**src/kms_pkg.sv**
```systemverilog
package kms_pkg;

  localparam int ROWS = 4;
  localparam int COLS = 4;

  typedef logic [1:0] row_idx_t;
  typedef logic [1:0] col_idx_t;
  typedef logic [3:0] lines_t;
  typedef logic [6:0] ascii_t;

  // key map, indexed by {row, column}
  localparam ascii_t KEY_MAP [ROWS*COLS] = '{
    7'h37, 7'h38, 7'h39, 7'h2F,
    7'h34, 7'h35, 7'h36, 7'h58,
    7'h31, 7'h32, 7'h33, 7'h2D,
    7'h43, 7'h30, 7'h3D, 7'h2B
  };

  localparam logic [15:0] DEBOUNCE_RESET = 16'd10000;

  typedef struct packed {
    logic   valid;
    lines_t column_lines;
  } kms_stage_t;

  function automatic col_idx_t first_low(input lines_t column_lines);
    lines_t low;
    col_idx_t c;
    low = ~column_lines;
    if (low[0]) begin
      c = 2'd0;
    end else if (low[1]) begin
      c = 2'd1;
    end else if (low[2]) begin
      c = 2'd2;
    end else begin
      c = 2'd3;
    end
    return c;
  endfunction

endpackage

```
**src/kms_if.sv**
```systemverilog
interface kms_in_if;
  import kms_pkg::*;
  logic   valid;
  logic   ready;
  lines_t column_lines;
  modport source (output valid, output column_lines, input ready);
  modport sink (input valid, input column_lines, output ready);
endinterface

interface kms_out_if;
  import kms_pkg::*;
  logic       valid;
  logic       ready;
  lines_t     row_drive;
  logic       key_valid;
  ascii_t     key_code;
  logic [7:0] press_count;
  logic       new_run;
  modport source (output valid, output row_drive, output key_valid, output key_code,
                  output press_count, output new_run, input ready);
  modport sink (input valid, input row_drive, input key_valid, input key_code,
                input press_count, input new_run, output ready);
endinterface

interface kms_cfg_if;
  logic        valid;
  logic        ready;
  logic [15:0] data;
  modport source (output valid, output data, input ready);
  modport sink (input valid, input data, output ready);
endinterface

```
**src/matrix_keypad_scanner.sv**
```systemverilog
// Channel   Dir  Payload                                            Transaction when
// scan_in   in   column_lines[3:0]                                  valid && ready
// scan_out  out  row_drive, key_valid, key_code, press_count, new_run valid && ready
// cfg       in   data[15:0] = debounce_ticks                        valid && ready
//
// One scan tick per input transaction, one result per tick; a new tick can be taken
// every cycle while the result side is not stalling. The path is the input register,
// then the scan state update and the result register in the same edge.
// rst is synchronous: row 0, scanning, no previous key, debounce_ticks = 10000.
// A held result stalls the input register; scan_in.ready drops only when both are full.
module matrix_keypad_scanner #(
  parameter int COUNT_WIDTH    = 8,
  parameter int DEBOUNCE_WIDTH = 16
) (
  input  logic       clk,
  input  logic       rst,
  kms_in_if.sink     scan_in,
  kms_out_if.source  scan_out,
  kms_cfg_if.sink    cfg
);
  import kms_pkg::*;

  kms_stage_t stage;
  logic       stage_ready;

  kms_in_reg u_in_reg (
    .clk         (clk),
    .rst         (rst),
    .scan_in     (scan_in),
    .stage_ready (stage_ready),
    .stage       (stage)
  );

  kms_core #(
    .COUNT_WIDTH    (COUNT_WIDTH),
    .DEBOUNCE_WIDTH (DEBOUNCE_WIDTH)
  ) u_core (
    .clk         (clk),
    .rst         (rst),
    .stage       (stage),
    .stage_ready (stage_ready),
    .cfg         (cfg),
    .scan_out    (scan_out)
  );

endmodule

```
**src/kms_in_reg.sv**
```systemverilog
module kms_in_reg (
  input  logic                clk,
  input  logic                rst,
  kms_in_if.sink              scan_in,
  input  logic                stage_ready,
  output kms_pkg::kms_stage_t stage
);
  import kms_pkg::*;

  logic   valid;
  lines_t column_lines;
  logic   take;

  assign scan_in.ready = !valid || stage_ready;
  assign take = scan_in.valid && scan_in.ready;
  assign stage = '{valid: valid, column_lines: column_lines};

  always_ff @(posedge clk) begin
    if (rst) begin
      valid <= 1'b0;
    end else if (take) begin
      valid <= 1'b1;
    end else if (stage_ready) begin
      valid <= 1'b0;
    end
    if (take) begin
      column_lines <= scan_in.column_lines;
    end
  end

endmodule

```
**src/kms_core.sv**
```systemverilog
module kms_core #(
  parameter int COUNT_WIDTH    = 8,
  parameter int DEBOUNCE_WIDTH = 16
) (
  input  logic                clk,
  input  logic                rst,
  input  kms_pkg::kms_stage_t stage,
  output logic                stage_ready,
  kms_cfg_if.sink             cfg,
  kms_out_if.source           scan_out
);
  import kms_pkg::*;

  typedef enum logic [1:0] {
    PH_SCAN     = 2'd0,
    PH_DEBOUNCE = 2'd1,
    PH_RELEASE  = 2'd2
  } phase_t;

  localparam logic [COUNT_WIDTH-1:0] COUNT_MAX = {COUNT_WIDTH{1'b1}};

  logic [15:0]               debounce_ticks;
  row_idx_t                  scan_row, scan_row_next;
  phase_t                    scan_phase, scan_phase_next;
  logic [DEBOUNCE_WIDTH-1:0] wait_count, wait_count_next;
  col_idx_t                  held_column, held_column_next;
  ascii_t                    previous_key, previous_key_next;
  logic [COUNT_WIDTH-1:0]    run_length, run_length_next;

  logic                      out_valid;
  lines_t                    row_drive;
  logic                      key_valid, key_valid_next;
  ascii_t                    key_code, key_code_next;
  logic [7:0]                press_count, press_count_next;
  logic                      new_run, new_run_next;

  logic                      fire;
  lines_t                    cols_low;
  logic [DEBOUNCE_WIDTH-1:0] limit;
  ascii_t                    code;

  assign cfg.ready   = 1'b1;
  assign stage_ready = !out_valid || scan_out.ready;
  assign fire        = stage.valid && stage_ready;
  assign cols_low    = ~stage.column_lines;
  assign limit       = DEBOUNCE_WIDTH'(debounce_ticks);
  assign code        = KEY_MAP[{scan_row, held_column}];

  assign scan_out.valid       = out_valid;
  assign scan_out.row_drive   = row_drive;
  assign scan_out.key_valid   = key_valid;
  assign scan_out.key_code    = key_code;
  assign scan_out.press_count = press_count;
  assign scan_out.new_run     = new_run;

  always_comb begin
    scan_row_next     = scan_row;
    scan_phase_next   = scan_phase;
    wait_count_next   = wait_count;
    held_column_next  = held_column;
    previous_key_next = previous_key;
    run_length_next   = run_length;
    key_valid_next    = 1'b0;
    key_code_next     = '0;
    press_count_next  = '0;
    new_run_next      = 1'b0;
    unique case (scan_phase)
      PH_SCAN: begin
        if (cols_low != '0) begin
          held_column_next = first_low(stage.column_lines);
          wait_count_next  = '0;
          scan_phase_next  = PH_DEBOUNCE;
        end else begin
          scan_row_next = scan_row + 2'd1;
        end
      end
      PH_DEBOUNCE: begin
        if (wait_count >= limit) begin
          scan_phase_next = PH_RELEASE;
        end else begin
          wait_count_next = wait_count + 1'b1;
        end
      end
      PH_RELEASE: begin
        if (!cols_low[held_column]) begin
          if (code == previous_key) begin
            if (run_length != COUNT_MAX) begin
              run_length_next = run_length + 1'b1;
            end
          end else begin
            run_length_next = COUNT_WIDTH'(1);
            new_run_next    = 1'b1;
          end
          previous_key_next = code;
          key_valid_next    = 1'b1;
          key_code_next     = code;
          press_count_next  = 8'(run_length_next);
          scan_phase_next   = PH_SCAN;
          scan_row_next     = '0;
        end
      end
      default: begin
        scan_phase_next = PH_SCAN;
      end
    endcase
  end

  always_ff @(posedge clk) begin
    if (rst) begin
      debounce_ticks <= DEBOUNCE_RESET;
      scan_row       <= '0;
      scan_phase     <= PH_SCAN;
      wait_count     <= '0;
      held_column    <= '0;
      previous_key   <= '0;
      run_length     <= '0;
      out_valid      <= 1'b0;
    end else begin
      if (cfg.valid) begin
        debounce_ticks <= cfg.data;
      end
      if (fire) begin
        scan_row     <= scan_row_next;
        scan_phase   <= scan_phase_next;
        wait_count   <= wait_count_next;
        held_column  <= held_column_next;
        previous_key <= previous_key_next;
        run_length   <= run_length_next;
        out_valid    <= 1'b1;
      end else if (scan_out.ready) begin
        out_valid <= 1'b0;
      end
    end
    if (fire) begin
      row_drive   <= 4'(~(4'b0001 << scan_row));
      key_valid   <= key_valid_next;
      key_code    <= key_code_next;
      press_count <= press_count_next;
      new_run     <= new_run_next;
    end
  end

endmodule

```
**src/flat_wrapper.sv**
```systemverilog
// flat-port wrapper written by rule: the top's interface ports become plain ports
module matrix_keypad_scanner_flat import kms_pkg::*;
#(
  parameter int COUNT_WIDTH    = 8,
  parameter int DEBOUNCE_WIDTH = 16
)
  (clk, rst, scan_in_valid, scan_in_column_lines, scan_in_ready, scan_out_valid, scan_out_row_drive, scan_out_key_valid, scan_out_key_code, scan_out_press_count, scan_out_new_run, scan_out_ready, cfg_valid, cfg_data, cfg_ready);
  kms_in_if scan_in_i ();
  kms_out_if scan_out_i ();
  kms_cfg_if cfg_i ();
  input  logic clk;
  input  logic rst;
  input wire logic [$bits(scan_in_i.valid)-1:0] scan_in_valid;
  input wire logic [$bits(scan_in_i.column_lines)-1:0] scan_in_column_lines;
  output wire logic [$bits(scan_in_i.ready)-1:0] scan_in_ready;
  output wire logic [$bits(scan_out_i.valid)-1:0] scan_out_valid;
  output wire logic [$bits(scan_out_i.row_drive)-1:0] scan_out_row_drive;
  output wire logic [$bits(scan_out_i.key_valid)-1:0] scan_out_key_valid;
  output wire logic [$bits(scan_out_i.key_code)-1:0] scan_out_key_code;
  output wire logic [$bits(scan_out_i.press_count)-1:0] scan_out_press_count;
  output wire logic [$bits(scan_out_i.new_run)-1:0] scan_out_new_run;
  input wire logic [$bits(scan_out_i.ready)-1:0] scan_out_ready;
  input wire logic [$bits(cfg_i.valid)-1:0] cfg_valid;
  input wire logic [$bits(cfg_i.data)-1:0] cfg_data;
  output wire logic [$bits(cfg_i.ready)-1:0] cfg_ready;
  assign scan_in_i.valid = scan_in_valid;
  assign scan_in_i.column_lines = scan_in_column_lines;
  assign scan_in_ready = scan_in_i.ready;
  assign scan_out_valid = scan_out_i.valid;
  assign scan_out_row_drive = scan_out_i.row_drive;
  assign scan_out_key_valid = scan_out_i.key_valid;
  assign scan_out_key_code = scan_out_i.key_code;
  assign scan_out_press_count = scan_out_i.press_count;
  assign scan_out_new_run = scan_out_i.new_run;
  assign scan_out_i.ready = scan_out_ready;
  assign cfg_i.valid = cfg_valid;
  assign cfg_i.data = cfg_data;
  assign cfg_ready = cfg_i.ready;
  matrix_keypad_scanner #(.COUNT_WIDTH(COUNT_WIDTH), .DEBOUNCE_WIDTH(DEBOUNCE_WIDTH)) u_core (.clk(clk), .rst(rst), .scan_in(scan_in_i), .scan_out(scan_out_i), .cfg(cfg_i));
endmodule
```
**config.mk**
```make
export PLATFORM = sky130hd
export DESIGN_NAME = matrix_keypad_scanner_flat
export DESIGN_NICKNAME = d
export VERILOG_FILES = /design/src/kms_pkg.sv /design/src/kms_if.sv /design/src/matrix_keypad_scanner.sv /design/src/kms_in_reg.sv /design/src/kms_core.sv /design/src/flat_wrapper.sv
export SDC_FILE = /design/constraint.sdc
export NUM_CORES = 1
export LEC_CHECK = 0
export BUFFER_PORTS_ARGS = -buffer_cell sky130_fd_sc_hd__buf_2
export CAP_MARGIN = 20
export CORE_MARGIN = 5
export CORE_UTILIZATION = 35
export CTS_BUF_LIST = sky130_fd_sc_hd__clkbuf_8 sky130_fd_sc_hd__clkbuf_16
export DETAILED_ROUTE_END_ITERATION = 8
export GPL_TIMING_DRIVEN = 0
export MAX_ROUTING_LAYER = met4
export PLACE_DENSITY = 0.6
export SLEW_MARGIN = 20
export SYNTH_ARGS = -nofsm -noshare
export SYNTH_HDL_FRONTEND = slang
export SYNTH_SLANG_ARGS = --single-unit
```
**constraint.sdc**
```tcl
create_clock -name clk -period 7.28 [get_ports clk]
set_input_delay 0.364 -clock clk [delete_from_list [all_inputs] [get_ports clk]]
set_output_delay 0.364 -clock clk [all_outputs]
set_load 0.02 [all_outputs]
```
==> summary.md <==
| Metric | Value |
|---|---|
| Outcome | `complete, no violations` |
| Grt ovf | `0` |
| CP delay by family, top | `simple AND/OR/NAND/NOR gates` |
| RSZ-0062 raised after global routing | `false` |
| Number of port buffers | `47` |
| Remaining DRCs | `0` |
| Clock Tree Root | `clkbuf_16` |
| Synth area leader | `dfxtp_1` |
| Synth Flop Type | `dfxtp_1` |
| Post-synth EDFFs | `25` |
| Critical path buffers and inverters | `1` |
| CTS tree | `yes` |
| Hold buffer count at CTS | `0` |
| Core area | `12,000 um2` |
| Vias in the first global route | `3,515` |
| # fillers | `1,182` |
| IR drop worst, VDD | `119 uV` |
| Layout Cells excl Fill | `676` |
| Post-CTS Repair Setup Buffers | `0` |
| P per Cell Area | `208 nW/um2` |
| Hold/Removal Path Class | `input pin to flop` |
| Layout cells sized above 1 | `0.144` |
| Final wirelength | `9800 um` |
| Syn Nets | `518` |
| DP HPWL | `7230 um` |
| Clk sinks | `80` |
| Pre-antenna DRT Iters | `4` |
| P_leak | `1.90 nW` |
| Total GRT Usage | `0.146` |
| Worst setup SP type | `flop` |
| Via count | `3,537` |
| Fin. Hold Viols | `0` |
| CP peak stage delay | `540 ps` |
| Final setup fails | `0` |
| Post-cts sizing count | `0` |
| CP Max Fanout | `10` |
| Htree depth | `3` |
| Largest net degree at the start of global routing | `26` |
| GP Congestion | `0.889` |
| Worst-path clk slew | `60 ps` |
| Max frequency | `368 MHz` |
| Top Ports | `49` |
| Clock Skew | `6.90 ps` |
| #FFs+latches synth | `80` |
| CTS Buffer Depth | `2` |
| Placed instance area | `4680 um2` |
| Max-slew headroom | `0.347` |
| ANT nets after route | `0` |
| Hold_ws | `206 ps` |
| Netlist Area Pre-Place | `4270 um2` |
| Setup Crit Path Kind | `flop to flop` |
| Syn avg cell area | `9.15 um2` |
| Fin nets | `576` |
| Num CTS Buffers | `9` |
| Starting Density | `0.357` |
| Layout area overhead | `17.3%` |
| First-pass GRT wire length | `16,800 um` |
| Final period util | `0.373` |
| Required time worst endpoint | `7510 ps` |
| Initial antenna violation count | `0` |
| Routed vias/inst | `5.23` |
| Slew Viols, Final | `0` |
| # rows | `40` |
| Die span in x | `120 um` |
| Final setup TNS | `0 ps` |
| Measured slew at the worst slew-check pin | `978 ps` |
| Async set or reset register ratio after synthesis | `0` |
| Die height | `120 um` |
| Design area | `5000 um2` |
| Mapped Cells | `466` |
| YS warnings | `0` |
| Placed insts | `660` |
| Seq/Total Area, Yosys | `0.434` |
| Max-cap violations | `0` |
| Most frequent cells in the layout | `55 x nor2_1, 55 x dfxtp_1, 49 x buf_2` |
| Synth area leaders | `dfxtp_1 26%, edfxtp_1 18%, ha_1 7.9%` |
| Cell chain of the critical path | `ha_1, nand4_1, nor3_1, or4b_1, nand4_1, buf_2, nand2_2, a311oi_1` |
| Crit path DAT | `2950 ps` |
| WL/cell | `14.5 um` |
| Crit. End Element | `flop` |
| CP most frequent cell | `nand4_1` |
| Crit path time final | `2720 ps` |
| Skew-Pair Late Insertion Delay | `340 ps` |
| Synth top area share | `0.258` |
| Yosys cell types | `55` |
| Die ar. | `14,500 um2` |
| Diodes inserted | `0` |
| CP max stage cell | `or4b_1` |
| Initial DRC count | `266` |
power by group:
| group | internal [mW] | switching [mW] | total (mW) |
|---|---|---|---|
| clock | 0.301 | 0.185 | 0.486 |
| combinational | 0.0276 | 0.0499 | 0.0775 |
| sequential | 0.473 | 0.00685 | 0.479 |
final timing paths:
check | slack (ps) | endpoint | startpoint | cells after the start
min reg2reg | 470 | u_core.u_core.previous_key[0] | u_core.u_core.previous_key[0] | 2
max | 4560 | u_core.u_core.wait_count[3] | u_core.u_core.wait_count[12] | 8
max reg2reg | 4560 | u_core.u_core.wait_count[3] | u_core.u_core.wait_count[12] | 8
min | 210 | u_core.u_in_reg.column_lines[1] | scan_in_column_lines[1] | 1
registers in the layout (all words and copies together) (netlist names), 2 cells and up:
register / flops
u_core.u_core.scan_out.row_drive: 4
u_core.u_core.run_length: 8
u_core.u_core.previous_key: 7
u_core.u_core.held_column: 2
u_core.u_core.scan_row: 2
u_core.u_core.scan_phase: 2
u_core.u_core.wait_count: 16
u_core.u_core.debounce_ticks: 16
u_core.u_in_reg.column_lines: 4
u_core.u_core.scan_out.press_count: 8
u_core.u_core.scan_out.key_code: 7
Yosys cell counts (3+ instances only):
| cell | count |
|---|---|
| and3_1 | 7 |
| mux2i_1 | 15 |
| a311oi_1 | 6 |
| ha_1 | 27 |
| nand2b_1 | 6 |
| nand3_1 | 16 |
| xnor2_1 | 5 |
| buf_1 | 5 |
| nor3_1 | 14 |
| o21ai_0 | 10 |
| or3_1 | 3 |
| a41oi_1 | 5 |
| dfxtp_1 | 55 |
| a211oi_1 | 8 |
| edfxtp_1 | 25 |
| inv_1 | 34 |
| nand4_1 | 10 |
| o211ai_1 | 7 |
| clkbuf_1 | 10 |
| o21a_1 | 8 |
| nor2b_1 | 9 |
| nand2_1 | 41 |
| xor2_1 | 4 |
| o31a_1 | 4 |
| a21oi_1 | 28 |
| nor2_1 | 55 |
| a31oi_1 | 4 |
| or4_1 | 5 |
routing by layer:
| layer | vias to the layer above | global-route usage | wire, um |
|---|---|---|---|
| li1 | 1794 | - | - |
| met1 | 1651 | 0.177 | 4640 |
| met2 | 78 | 0.241 | 4580 |
| met3 | 14 | 0.0285 | 416 |
| met4 | 0 | 0.0581 | 165 |
| met5 | - | - | 0 |
cells by family (layout without fill, tap and decap cells):
family / count (synthesis) / in the layout / synth area share
flops: 80 / 80 / 0.434
other cells: 1 / 1 / 0.000879
buf+inv: 54 / 117 / 0.0516
fa+ha+maj: 27 / 27 / 0.0792
simple gates: 183 / 183 / 0.214
mux: 16 / 16 / 0.0405
compound gates: 96 / 96 / 0.162
xor+xnor: 9 / 9 / 0.0185
final cells by class:
class / count / area [um2] / share of cell area
Multi-Input combinational cell: 332 / 2190 / 0.438
Sequential cell: 80 / 1850 / 0.370
Clock inverter: 7 / 95.1 / 0.0190
Tap cell: 147 / 184 / 0.0367
Inverter: 34 / 128 / 0.0255
Clock buffer: 9 / 225 / 0.0450
Buffer: 20 / 92.6 / 0.0185
Timing Repair Buffer: 47 / 235 / 0.0470
worst register-to-register path: cells and delay by family, from the launching register on:
kind | cells | cell delay [ps]
AND/OR/NAND/NOR | 5 | 1320
flip-flops | 1 | 380
AO/OA/AOI/OAI | 1 | 340
adder cells (fa/ha/maj) | 1 | 310
buffers and inverters | 1 | 260
through the flow:
stage          worst slack (ps)  power [mW]   util
4_1_cts                    4540        1.05  0.418
6_report                   4560        1.04  0.418
3_5_place_dp               4490       0.567  0.392
5_1_grt                    4210        1.09  0.418
3_3_place_gp               4590       0.565  0.392
2_1_floorplan              4940       0.540      -
No activity file was read; power rests on OpenSTA's default activity.
